File: src/design/evte_pkg.sv
// shared types and constants for the eased value tween engine
// no dependencies
package evte_pkg;

   localparam int MAX_RESULTS = 16;
   localparam int FRAC_W      = 16;

   localparam logic [1:0] ACT_START = 2'd0;
   localparam logic [1:0] ACT_TICK  = 2'd1;
   localparam logic [1:0] ACT_SET   = 2'd2;

   typedef struct packed {
      logic [3:0]  target;
      logic [15:0] start_value;
      logic [15:0] end_value;
      logic [31:0] start_time;
      logic [31:0] end_time;
   } slot_type;

   typedef struct packed {
      logic              busy;
      logic [FRAC_W-1:0] quot;
   } div_stat_type;

   typedef enum logic [10:0] {
      S_IDLE   = 11'b000_0000_0001,
      S_RD     = 11'b000_0000_0010,
      S_EVAL   = 11'b000_0000_0100,
      S_DIV    = 11'b000_0000_1000,
      S_MUL1   = 11'b000_0001_0000,
      S_MUL2   = 11'b000_0010_0000,
      S_VAL    = 11'b000_0100_0000,
      S_COMMIT = 11'b000_1000_0000,
      S_EMIT   = 11'b001_0000_0000,
      S_NEW    = 11'b010_0000_0000,
      S_FLUSH  = 11'b100_0000_0000
   } state_type;

endpackage

File: src/design/evte_div.sv
// restoring divider giving floor(dt * 2^16 / span) for dt < span, one bit per cycle
// depends on evte_pkg
module evte_div (
   input  logic                     clock,
   input  logic                     reset,
   input  logic                     start,
   input  logic [31:0]              dividend,
   input  logic [31:0]              divisor,
   output evte_pkg::div_stat_type   stat
);

   logic [31:0]                  rem_ff, rem_in;
   logic [evte_pkg::FRAC_W-1:0]  quot_ff, quot_in;
   logic [4:0]                   cnt_ff, cnt_in;
   logic [32:0]                  shifted;
   logic [31:0]                  div_ff;

   always_comb begin
      shifted = {rem_ff, 1'b0};
      rem_in  = rem_ff;
      quot_in = quot_ff;
      cnt_in  = cnt_ff;
      if (start) begin
         rem_in  = dividend;
         quot_in = '0;
         cnt_in  = 5'(evte_pkg::FRAC_W);
      end else if (cnt_ff != 5'd0) begin
         cnt_in = cnt_ff - 5'd1;
         if (shifted >= {1'b0, div_ff}) begin
            rem_in  = 32'(shifted - {1'b0, div_ff});
            quot_in = {quot_ff[evte_pkg::FRAC_W-2:0], 1'b1};
         end else begin
            rem_in  = shifted[31:0];
            quot_in = {quot_ff[evte_pkg::FRAC_W-2:0], 1'b0};
         end
      end
   end

   always_ff @(posedge clock) begin
      if (reset) begin
         cnt_ff <= '0;
      end else begin
         cnt_ff <= cnt_in;
      end
   end

   always_ff @(posedge clock) begin
      rem_ff  <= rem_in;
      quot_ff <= quot_in;
      if (start) begin
         div_ff <= divisor;
      end
   end

   assign stat.busy = (cnt_ff != 5'd0);
   assign stat.quot = quot_ff;

endmodule

File: src/design/eased_value_tween_engine.sv
// Eased value tween engine: a table of tween slots moving target values with ease-out
// quadratic curves. Depends on evte_pkg and evte_div.
//
// One request at a time. A set request is written on accept. A start request visits
// every slot, then writes a new slot when one is free. A tick visits every slot: a
// slot not advancing is only read and evaluated, a slot that finishes commits its
// end value, and a slot mid-tween first runs the 16-step shared divider and the two
// registered multiplies. A commit with a result already pending first hands the
// previous result to the output register, waiting while the result side stalls;
// results of a tick come out one per cycle at most, the final one with tlast.
module eased_value_tween_engine #(
   parameter int SLOT_COUNT   = 16,
   parameter int TARGET_COUNT = 16
) (
   input  logic        clock,
   input  logic        reset,
   input  logic        req_tvalid,
   output logic        req_tready,
   input  logic [71:0] req_tdata,   // target, end_value, duration, now, zero pad
   input  logic [1:0]  req_tuser,   // action
   output logic        rsp_tvalid,
   input  logic        rsp_tready,
   output logic [23:0] rsp_tdata,   // out_target, out_value, zero pad
   output logic        rsp_tlast
);

   localparam int IDX_W = (SLOT_COUNT > 1) ? $clog2(SLOT_COUNT) : 1;
   localparam int CUR_N = (TARGET_COUNT < 16) ? TARGET_COUNT : 16;
   localparam int CUR_W = (CUR_N > 1) ? $clog2(CUR_N) : 1;

   evte_pkg::state_type          state_ff, state_in;
   evte_pkg::slot_type           mem [SLOT_COUNT];
   evte_pkg::slot_type           rd_ff, wr_data;
   logic                         mem_we;
   logic [IDX_W-1:0]             wr_addr;

   logic [SLOT_COUNT-1:0]        busy_ff, busy_in;
   logic [15:0]                  cur_ff [CUR_N];
   logic                         cur_we;
   logic [CUR_W-1:0]             cur_wa;
   logic [15:0]                  cur_wd;

   logic [IDX_W-1:0]             idx_ff, idx_in, free_ff, free_in;
   logic                         found_ff, found_in;
   logic [1:0]                   act_ff;
   logic [3:0]                   tg_ff;
   logic [15:0]                  ev_ff, dur_ff;
   logic [31:0]                  now_ff;

   logic                         pend_ff, pend_in;
   logic [3:0]                   pend_tg_ff, pend_tg_in;
   logic [15:0]                  pend_val_ff, pend_val_in;
   logic [4:0]                   cnt_ff, cnt_in;
   logic [15:0]                  v_ff, v_in;
   logic [33:0]                  ease_ff, ease_in;
   logic signed [51:0]           p_ff, p_in;

   logic                         out_vld_ff, out_vld_in, out_last_ff, out_last_in;
   logic [3:0]                   out_tg_ff, out_tg_in;
   logic [15:0]                  out_val_ff, out_val_in;

   logic                         div_start;
   evte_pkg::div_stat_type       div_stat;

   logic                         accept, out_free, adv, hit, cut, free_it, still_busy;
   logic [15:0]                  cur;
   logic [31:0]                  new_et, dt, span;
   logic [32:0]                  et_sum;
   logic signed [16:0]           diff;
   logic signed [51:0]           rounded;
   logic [17:0]                  one_minus;

   evte_div u_div (
      .clock    (clock),
      .reset    (reset),
      .start    (div_start),
      .dividend (dt),
      .divisor  (span),
      .stat     (div_stat)
   );

   assign accept     = req_tvalid && req_tready;
   assign req_tready = (state_ff == evte_pkg::S_IDLE);
   assign out_free   = !out_vld_ff || rsp_tready;
   assign cur        = cur_ff[tg_ff[CUR_W-1:0]];

   always_comb begin
      state_in    = state_ff;
      busy_in     = busy_ff;
      idx_in      = idx_ff;
      free_in     = free_ff;
      found_in    = found_ff;
      pend_in     = pend_ff;
      pend_tg_in  = pend_tg_ff;
      pend_val_in = pend_val_ff;
      cnt_in      = cnt_ff;
      v_in        = v_ff;
      ease_in     = ease_ff;
      p_in        = p_ff;
      out_vld_in  = out_vld_ff && !rsp_tready;
      out_last_in = out_last_ff;
      out_tg_in   = out_tg_ff;
      out_val_in  = out_val_ff;
      mem_we      = 1'b0;
      wr_addr     = idx_ff;
      wr_data     = rd_ff;
      cur_we      = 1'b0;
      cur_wa      = req_tdata[CUR_W-1:0];
      cur_wd      = req_tdata[19:4];
      div_start   = 1'b0;
      adv         = 1'b0;
      dt          = now_ff - rd_ff.start_time;
      span        = rd_ff.end_time - rd_ff.start_time;
      hit         = busy_ff[idx_ff] && (rd_ff.target == tg_ff);
      cut         = rd_ff.end_time > now_ff;
      new_et      = cut ? now_ff : rd_ff.end_time;
      free_it     = (rd_ff.start_time >= now_ff) || (rd_ff.start_time >= new_et);
      still_busy  = busy_ff[idx_ff] && !(hit && free_it);
      et_sum      = {1'b0, now_ff} + {17'd0, dur_ff};
      one_minus   = 18'h20000 - {2'b00, div_stat.quot};
      diff        = $signed({rd_ff.end_value[15], rd_ff.end_value})
                    - $signed({rd_ff.start_value[15], rd_ff.start_value});
      rounded     = p_ff + 52'sh8000_0000;

      case (state_ff)
         evte_pkg::S_IDLE: begin
            if (accept) begin
               idx_in   = '0;
               found_in = 1'b0;
               cnt_in   = '0;
               pend_in  = 1'b0;
               if (req_tuser == evte_pkg::ACT_START && 32'(req_tdata[3:0]) < TARGET_COUNT) begin
                  state_in = evte_pkg::S_RD;
               end else if (req_tuser == evte_pkg::ACT_TICK) begin
                  state_in = evte_pkg::S_RD;
               end else if (req_tuser == evte_pkg::ACT_SET
                            && 32'(req_tdata[3:0]) < TARGET_COUNT) begin
                  cur_we = 1'b1;
               end
            end
         end
         evte_pkg::S_RD: begin
            state_in = evte_pkg::S_EVAL;
         end
         evte_pkg::S_EVAL: begin
            if (act_ff == evte_pkg::ACT_START) begin
               if (hit) begin
                  mem_we            = 1'b1;
                  wr_data.end_time  = new_et;
                  wr_data.end_value = cut ? cur : rd_ff.end_value;
                  busy_in[idx_ff]   = !free_it;
               end
               if (!still_busy && !found_ff) begin
                  found_in = 1'b1;
                  free_in  = idx_ff;
               end
               adv = 1'b1;
            end else if (busy_ff[idx_ff] && now_ff >= rd_ff.start_time) begin
               if (span == 32'd0 || dt >= span) begin
                  v_in            = rd_ff.end_value;
                  busy_in[idx_ff] = 1'b0;
                  state_in        = evte_pkg::S_COMMIT;
               end else begin
                  div_start = 1'b1;
                  state_in  = evte_pkg::S_DIV;
               end
            end else begin
               adv = 1'b1;
            end
         end
         evte_pkg::S_DIV: begin
            if (!div_stat.busy) begin
               state_in = evte_pkg::S_MUL1;
            end
         end
         evte_pkg::S_MUL1: begin
            ease_in  = {18'd0, div_stat.quot} * {16'd0, one_minus};
            state_in = evte_pkg::S_MUL2;
         end
         evte_pkg::S_MUL2: begin
            p_in     = $signed({18'd0, ease_ff}) * 52'(diff);
            state_in = evte_pkg::S_VAL;
         end
         evte_pkg::S_VAL: begin
            v_in     = rd_ff.start_value + rounded[47:32];
            state_in = evte_pkg::S_COMMIT;
         end
         evte_pkg::S_COMMIT: begin
            if (32'(rd_ff.target) < TARGET_COUNT) begin
               cur_we = 1'b1;
               cur_wa = rd_ff.target[CUR_W-1:0];
               cur_wd = v_ff;
            end
            if (32'(cnt_ff) < evte_pkg::MAX_RESULTS) begin
               if (pend_ff) begin
                  state_in = evte_pkg::S_EMIT;
               end else begin
                  pend_in     = 1'b1;
                  pend_tg_in  = rd_ff.target;
                  pend_val_in = v_ff;
                  cnt_in      = cnt_ff + 5'd1;
                  adv         = 1'b1;
               end
            end else begin
               adv = 1'b1;
            end
         end
         evte_pkg::S_EMIT: begin
            if (out_free) begin
               out_vld_in  = 1'b1;
               out_last_in = 1'b0;
               out_tg_in   = pend_tg_ff;
               out_val_in  = pend_val_ff;
               pend_tg_in  = rd_ff.target;
               pend_val_in = v_ff;
               cnt_in      = cnt_ff + 5'd1;
               adv         = 1'b1;
            end
         end
         evte_pkg::S_NEW: begin
            mem_we              = 1'b1;
            wr_addr             = free_ff;
            wr_data.target      = tg_ff;
            wr_data.start_value = cur;
            wr_data.end_value   = ev_ff;
            wr_data.start_time  = now_ff;
            wr_data.end_time    = et_sum[32] ? 32'hFFFF_FFFF : et_sum[31:0];
            busy_in[free_ff]    = 1'b1;
            state_in            = evte_pkg::S_IDLE;
         end
         evte_pkg::S_FLUSH: begin
            if (out_free) begin
               out_vld_in  = 1'b1;
               out_last_in = 1'b1;
               out_tg_in   = pend_tg_ff;
               out_val_in  = pend_val_ff;
               pend_in     = 1'b0;
               state_in    = evte_pkg::S_IDLE;
            end
         end
         default: begin
            state_in = evte_pkg::S_IDLE;
         end
      endcase

      if (adv) begin
         if (idx_ff == IDX_W'(SLOT_COUNT - 1)) begin
            if (act_ff == evte_pkg::ACT_START) begin
               state_in = found_in ? evte_pkg::S_NEW : evte_pkg::S_IDLE;
            end else begin
               state_in = pend_in ? evte_pkg::S_FLUSH : evte_pkg::S_IDLE;
            end
         end else begin
            idx_in   = idx_ff + IDX_W'(1);
            state_in = evte_pkg::S_RD;
         end
      end
   end

   always_ff @(posedge clock) begin
      if (reset) begin
         state_ff   <= evte_pkg::S_IDLE;
         busy_ff    <= '0;
         pend_ff    <= 1'b0;
         out_vld_ff <= 1'b0;
         found_ff   <= 1'b0;
         cnt_ff     <= '0;
         idx_ff     <= '0;
         for (int i = 0; i < CUR_N; i++) begin
            cur_ff[i] <= '0;
         end
      end else begin
         state_ff   <= state_in;
         busy_ff    <= busy_in;
         pend_ff    <= pend_in;
         out_vld_ff <= out_vld_in;
         found_ff   <= found_in;
         cnt_ff     <= cnt_in;
         idx_ff     <= idx_in;
         if (cur_we) begin
            cur_ff[cur_wa] <= cur_wd;
         end
      end
   end

   always_ff @(posedge clock) begin
      if (accept) begin
         act_ff <= req_tuser;
         tg_ff  <= req_tdata[3:0];
         ev_ff  <= req_tdata[19:4];
         dur_ff <= req_tdata[35:20];
         now_ff <= req_tdata[67:36];
      end
      free_ff     <= free_in;
      pend_tg_ff  <= pend_tg_in;
      pend_val_ff <= pend_val_in;
      v_ff        <= v_in;
      ease_ff     <= ease_in;
      p_ff        <= p_in;
      out_last_ff <= out_last_in;
      out_tg_ff   <= out_tg_in;
      out_val_ff  <= out_val_in;
   end

   // slot table
   always_ff @(posedge clock) begin
      if (mem_we) begin
         mem[wr_addr] <= wr_data;
      end
      rd_ff <= mem[idx_ff];
   end

   assign rsp_tvalid = out_vld_ff;
   assign rsp_tdata  = {4'd0, out_val_ff, out_tg_ff};
   assign rsp_tlast  = out_last_ff;

endmodule

File: config.mk
export PLATFORM = sky130hd
export DESIGN_NAME = eased_value_tween_engine
export DESIGN_NICKNAME = d
export VERILOG_FILES = /design/src/design/evte_pkg.sv /design/src/design/evte_div.sv /design/src/design/eased_value_tween_engine.sv
export SDC_FILE = /design/constraint.sdc
export NUM_CORES = 2
export LEC_CHECK = 0
export BUFFER_PORTS_ARGS = -buffer_cell sky130_fd_sc_hd__clkbuf_2
export CORE_MARGIN = 8
export CORE_UTILIZATION = 30
export DETAILED_ROUTE_END_ITERATION = 16
export PLACE_DENSITY_LB_ADDON = 0.15
export SYNTH_ARGS = -nofsm -noshare
export SYNTH_HDL_FRONTEND = slang
export SYNTH_HIERARCHICAL = 1
export SYNTH_SLANG_ARGS = --single-unit
File: constraint.sdc
create_clock -name clock -period 10.5 [get_ports clock]
set_clock_uncertainty 0.15 [all_clocks]
set_input_delay 0.525 -clock clock [delete_from_list [all_inputs] [get_ports clock]]
set_output_delay 0.525 -clock clock [all_outputs]
set_load 0.005 [all_outputs]
; ---- Word level (Yosys, flattened, before mapping)
; Memories as Yosys holds them, arrays and structs flattened. A register that Yosys moved wholly into a read port is not among the register bits.
; Index checks and enable logic that the tools add are counted.
[totals]
word_cells = 240
input_bits = 78
register_bits = 337
mem_count = 2
ram_bits = 1856
output_inout_bits = 27
[memory_table]
columns = memory, words, width, rd, rd_ports_with_merged_regs, wr, line
row1 = mem, 16, 100, 1, 1, 1, eased_value_tween_engine.sv:32  ; evte_pkg::slot_type mem [SLOT_COUNT];
row2 = cur_ff, 16, 16, 1, 1, 16, eased_value_tween_engine.sv:38  ; logic [15:0] cur_ff [CUR_N];
[op_classes]
addsub = 11
n_mul = 2
reduce_logical = 39
magnitude_cmp = 11
eq_ne = 35
bitwise_logic = 3
muxes = 111
[op_table]
columns = cell, n
row1 = $mux W32, 8
row2 = $mux W16, 15
row3 = $mux W11, 13
row4 = $ge A32 B32 Y1, 4
row5 = $pmux W16 S2, 4
row6 = $pmux W11 S10, 1
row7 = $sub A32 B32 Y32, 3
row8 = $pmux W32 S2, 1
row9 = $add A48 B33 Y48 const B, 1
row10 = $mul A35 B17 Y48, 1
row11 = $mux W4, 11
row12 = $mux W1, 37
row13 = $mul A16 B18 Y34, 1
row14 = $add A32 B16 Y33, 1
row15 = $ge A33 B32 Y1, 1
row16 = $gt A32 B32 Y1, 1
row17 = $logic_not A32 Y1, 1
row18 = $mux W5, 6
row19 = $ne A3 B3 Y1 const B, 9
row20 = $mux W20, 1
row21 = $sub A18 B16 Y18 const A, 1
row22 = $sub A16 B16 Y17, 1
row23 = $add A16 B16 Y16, 1
row24 = $and A16 B16 Y16, 1
row25 = other kinds (50), 88

; ---- Logic depth before layout (Yosys ltp)
[depth]
ltp_word = 16
depth_mapped = 35
mapped_depth_nobuf = 34

; ---- Cells and area by module
; Netlist, hierarchy kept.
[modules_own_cells]
columns = module, seq_area_each_um2, n_inst, cells_each, area_per_inst_um2
row1 = eased_value_tween_engine, 64061.4, 1, 8323, 119021.7
row2 = evte_div, 2342.2, 1, 561, 5266.3

; ---- Least setup slack after synthesis
; No wires, ideal clock.
[synth_timing]
path_kind = register to register
start = register, netlist name rd_ff[64]
end = register p_ff[45] (data pin)
synth_period_minus_slack_ns = 8.441
arrival_ns = 8.033
setup_ns = 0.258
slack_ns = 2.059
path_stages_with_launch = 34
t_required_ns = 10.092
path_buffers = 1
cell_sequence = dfxtp_1 inv_1 ha_1 fa_1 nor2b_1 o31a_1 o41a_1 a211oi_1 o31ai_1 a21oi_1 xnor2_1 clkbuf_1 nand2_1 fa_1 fa_1 inv_1 fa_1 fa_1 fa_1 inv_1 fa_1 inv_1 ha_1 a21o_1 a21oi_1 nor2b_1 o41a_1 o41ai_1 a2111oi_0 o21ai_0 a21boi_0 a31o_2 a31oi_1 xnor2_1
[synth_between]
elab_chain_cells = 2
[synth_rtl]
columns = item, line
row1 = $sub A16 B16 Y17, eased_value_tween_engine.sv:122  ; - $signed({rd_ff.start_value[15], rd_ff.start_value});
row2 = $mul A35 B17 Y48, eased_value_tween_engine.sv:181  ; p_in = $signed({18'd0, ease_ff}) * 52'(diff);
row3 = "end signal, assigned", eased_value_tween_engine.sv:299  ; p_ff <= p_in;
row4 = "end, declared", eased_value_tween_engine.sv:56  ; logic signed [51:0] p_ff, p_in;
; Every way passes these cells.
; A chain may end at the register's enable or synchronous reset.

; ---- Worst setup path in the final report
[layout_timing]
start = register, netlist name rd_ff[64]
end = register p_ff[45] (data pin)
[layout_between]
elab_chain_cells = 2
[layout_rtl]
columns = item, line
row1 = $sub A16 B16 Y17, eased_value_tween_engine.sv:122
row2 = $mul A35 B17 Y48, eased_value_tween_engine.sv:181
; Every way passes these cells.

==> metrics.txt <==
outcome finished clean; Worst Tran Pin Value 1.371 ns; worst path arrival time 10.38 ns; Routability Congestion 0.8364; total negative slack 0 ns; pin count of the biggest net entering global routing 113; clk root buf clkbuf_16; overflow left after global routing 0; TritonCTS sink count 2,266; cell mode on critical path fa_1; Syn-to-layout area delta 14.08%; antenna violations before repair 12; post-DR wirelength/cell 24.44 microns; post-CTS clock slew at the launch and capture registers of the worst setup and hold paths 0.06 ns; number of search-and-repair iterations in the first detailed-routing pass 7; number of H-tree levels 5; Placed Instance Area 132,300 sq um; cell area after layout 141,800 sq um; termination of the worst setup path p_ff[45]$_DFFE_PN_; number of register bits inferred by synthesis 2,266; standard cell with the maximum stage delay on the critical path xnor2_2; worst hold slack 0.1707 ns; clock tree from TritonCTS yes; number of maximum-capacitance constraint violations 0; Inserted Clock Buffers 269; Leak Pwr 50.19 nW; fraction of the cycle the final worst path needs 94.56%; share of synthesized area occupied by flip-flops and latches 53.43%; start point of the critical path rd_ff[64]$_DFF_P_; Post-Route WL 362.7 mm; class of the tightest hold or removal check input port to flip-flop; Via Count 73,287; worst reg2reg startpoint rd_ff[64]$_DFF_P_; total count of hold-check failures in the final report 0; unrepaired setup endpoints after global routing false; start-to-end type of the worst setup path flip-flop to flip-flop; Layout Nets 10,435; Reg2Reg Capture Point p_ff[45]$_DFFE_PN_; Peak VDD IR 0.001509 V; top cells by area, synth edfxtp_1, fa_1, mux4_2; drc violations 0; Post CTS Setup Buffer Count 0; highest clock frequency the design can meet 100.7 MHz; share of layout cells above drive strength 1 15.05%; Vert. Die Dim 659.7 microns; number of enable flip-flop cells after synthesis 2,102; power per cell area 362.2 nW/um^2; overall fraction of global-route tracks in use 16.44%; number of placed I/O pins 105; most common cell in the netlist edfxtp_1; kind of launch point of the worst setup path flip-flop; R2R cell count 33; max-slew violation count 0; register-to-register setup slack 0.57 ns; clock latency reported for the late side of the worst-skew pair 0.91 ns; vias in the first global route 78,586; Yosys warning total 6; synthesized area divided by synthesized cell count 13.99 sq um; synthesized area 124,300 sq um; number of cell rows 236; total of buffers placed on input and output ports 96; crit end category flip-flop; Synth top cells by count edfxtp_1, inv_1, nand2_1; global-route wire length before repair 537.4 mm; CP Max Fanout 10; final core utilization 34.35%; Detailed Place HPWL 232.8 mm; critical path's largest stage delay 0.83 ns; crit path time final 9.929 ns; top cell type's share of synthesized area 50.79%; distinct cell type count after synthesis 110; DR vias/cell 4.938; Die W 659.7 microns; effective utilization at floorplan 30.11%; area enclosed by the die boundary 435,100 sq um; initial DRC count 5,307; async set-reset flop share out of synthesis 0%; required time at the endpoint of the critical path 10.95 ns; Synth area leader edfxtp_1; buffers from clock root to sink, at most 4; Worst slew margin 8.573%; placeable core region 412,800 sq um; antenna-violating nets left 0; final setup vio count 0; Synth Instances 8,884; dominant synthesized flop cell edfxtp_1; total design power 51.36 mW
cell families (layout without fill, tap and decap cells):
family	Yosys count	in the layout	synth area share, %
fa+ha+maj	1208	1208	16.42
compound gates	979	979	5.067
other cells	2	23	0.006042
mux	630	630	10.97
flops	2266	2266	53.43
xor+xnor	188	188	1.336
buf+inv	1457	1920	4.542
simple gates	2154	2154	8.232
metal layers:
metal,part of all wire (%),GRT usage (%),up-vias
li1,-,-,32333
met1,46,22.89,38885
met2,48,27.91,1625
met3,3.9,1.787,444
met4,2.0,3.242,0
met5,0,0,-
sequential cells by signal, indices dropped and copies added, names as in the netlist, 17 cells and up, named ones only:
signal and cells:
now_ff 32, mem 1600, ease_ff 34, cur_ff 256, p_ff 17, u_div/rem_ff 32
u_div/div_ff 32, rd_ff 100
worst min-delay path by stage:
stage / start / endpoint / slack [ns] / depth (start not counted)
after floorplan: pend_tg_ff[0]$_DFFE_PP_ / out_tg_ff[0]$_DFFE_PP_ / 0.25 / 0
after global placement: pend_val_ff[15]$_DFFE_PP_ / out_val_ff[15]$_DFFE_PP_ / 0.26 / 0
after detailed placement: pend_tg_ff[0]$_DFFE_PP_ / out_tg_ff[0]$_DFFE_PP_ / 0.25 / 0
after CTS: reset / state_ff[8]$_SDFFE_PP0P_ / 0.07 / 3
after global routing: req_tdata[31] / dur_ff[11]$_DFFE_PP_ / 0.14 / 2
final: reset / idx_ff[1]$_SDFF_PP0_ / 0.17 / 3
area by class of cell:
type	count	area [sq um]
fillers	40063	271000
flip-flops and latches	2266	66420
multi-input cells	5179	52640
clock buffers	369	7586
well taps	5474	6849
inverters	1057	3973
repair buffers	376	3138
clock inverters	118	1165
diodes	3	7.507
worst max-delay path: cells and delay by family (launching register included):
kind | cells | cell delay, ns
AOI/OAI and AO/OA | 12 | 3.10
xor gates and xnor gates | 2 | 0.97
adders and majority gates | 9 | 3.95
buffers and inverters | 7 | 0.48
DFF | 1 | 0.35
and+or+nand+nor | 3 | 0.59
cells in the final DEF, fill, tap and decap left out, types with 22 or more instances in the layout:
master / instances
mux4_2: 585
buf_4: 178
clkbuf_2: 95
xor2_1: 62
o21ai_0: 193
a21o_1: 99
nand3_1: 79
clkbuf_1: 65
dlygate4sd3_1: 72
a211oi_1: 24
clkbuf_16: 281
fa_1: 705
or2_2: 29
nand2_1: 727
xnor2_1: 113
nand3b_1: 23
inv_1: 1051
and3_1: 33
o211ai_1: 31
mux2i_1: 36
a21oi_1: 304
or3_1: 27
nand2b_1: 180
o21ai_1: 36
o21a_1: 39
nor3_1: 65
and2_1: 145
clkinv_2: 33
buf_12: 30
clkbuf_8: 22
nand4_1: 44
edfxtp_1: 2102
clkinv_1: 47
nor2_1: 560
o21bai_1: 29
ha_1: 503
nor2b_1: 131
dfxtp_1: 158
a31oi_1: 30
stage by stage:
| stage | worst slack, ns | cells |
|---|---|---|
| 2_1_floorplan | 2.059 | 8902 |
| 3_3_place_gp | 0.3723 | 14280 |
| 3_5_place_dp | 0.2295 | 14280 |
| 4_1_cts | 0.1983 | 14839 |
| 5_1_grt | 0.02497 | 14840 |
| 6_report | 0.5715 | 14842 |
report_power, final:
group	total, mW	internal [mW]	switching, mW
sequential	11.8	11.6	0.208
combinational	30.2	13.1	17.1
clock	9.29	5.52	3.76
what timing repair did:
action,in CTS,in global routing
endpoints found under the hold margin,165,0
endpoints found under the setup margin,0,8
resized for setup,0,1
hold buffers,72,0
Power figures use the tool's default switching activity.
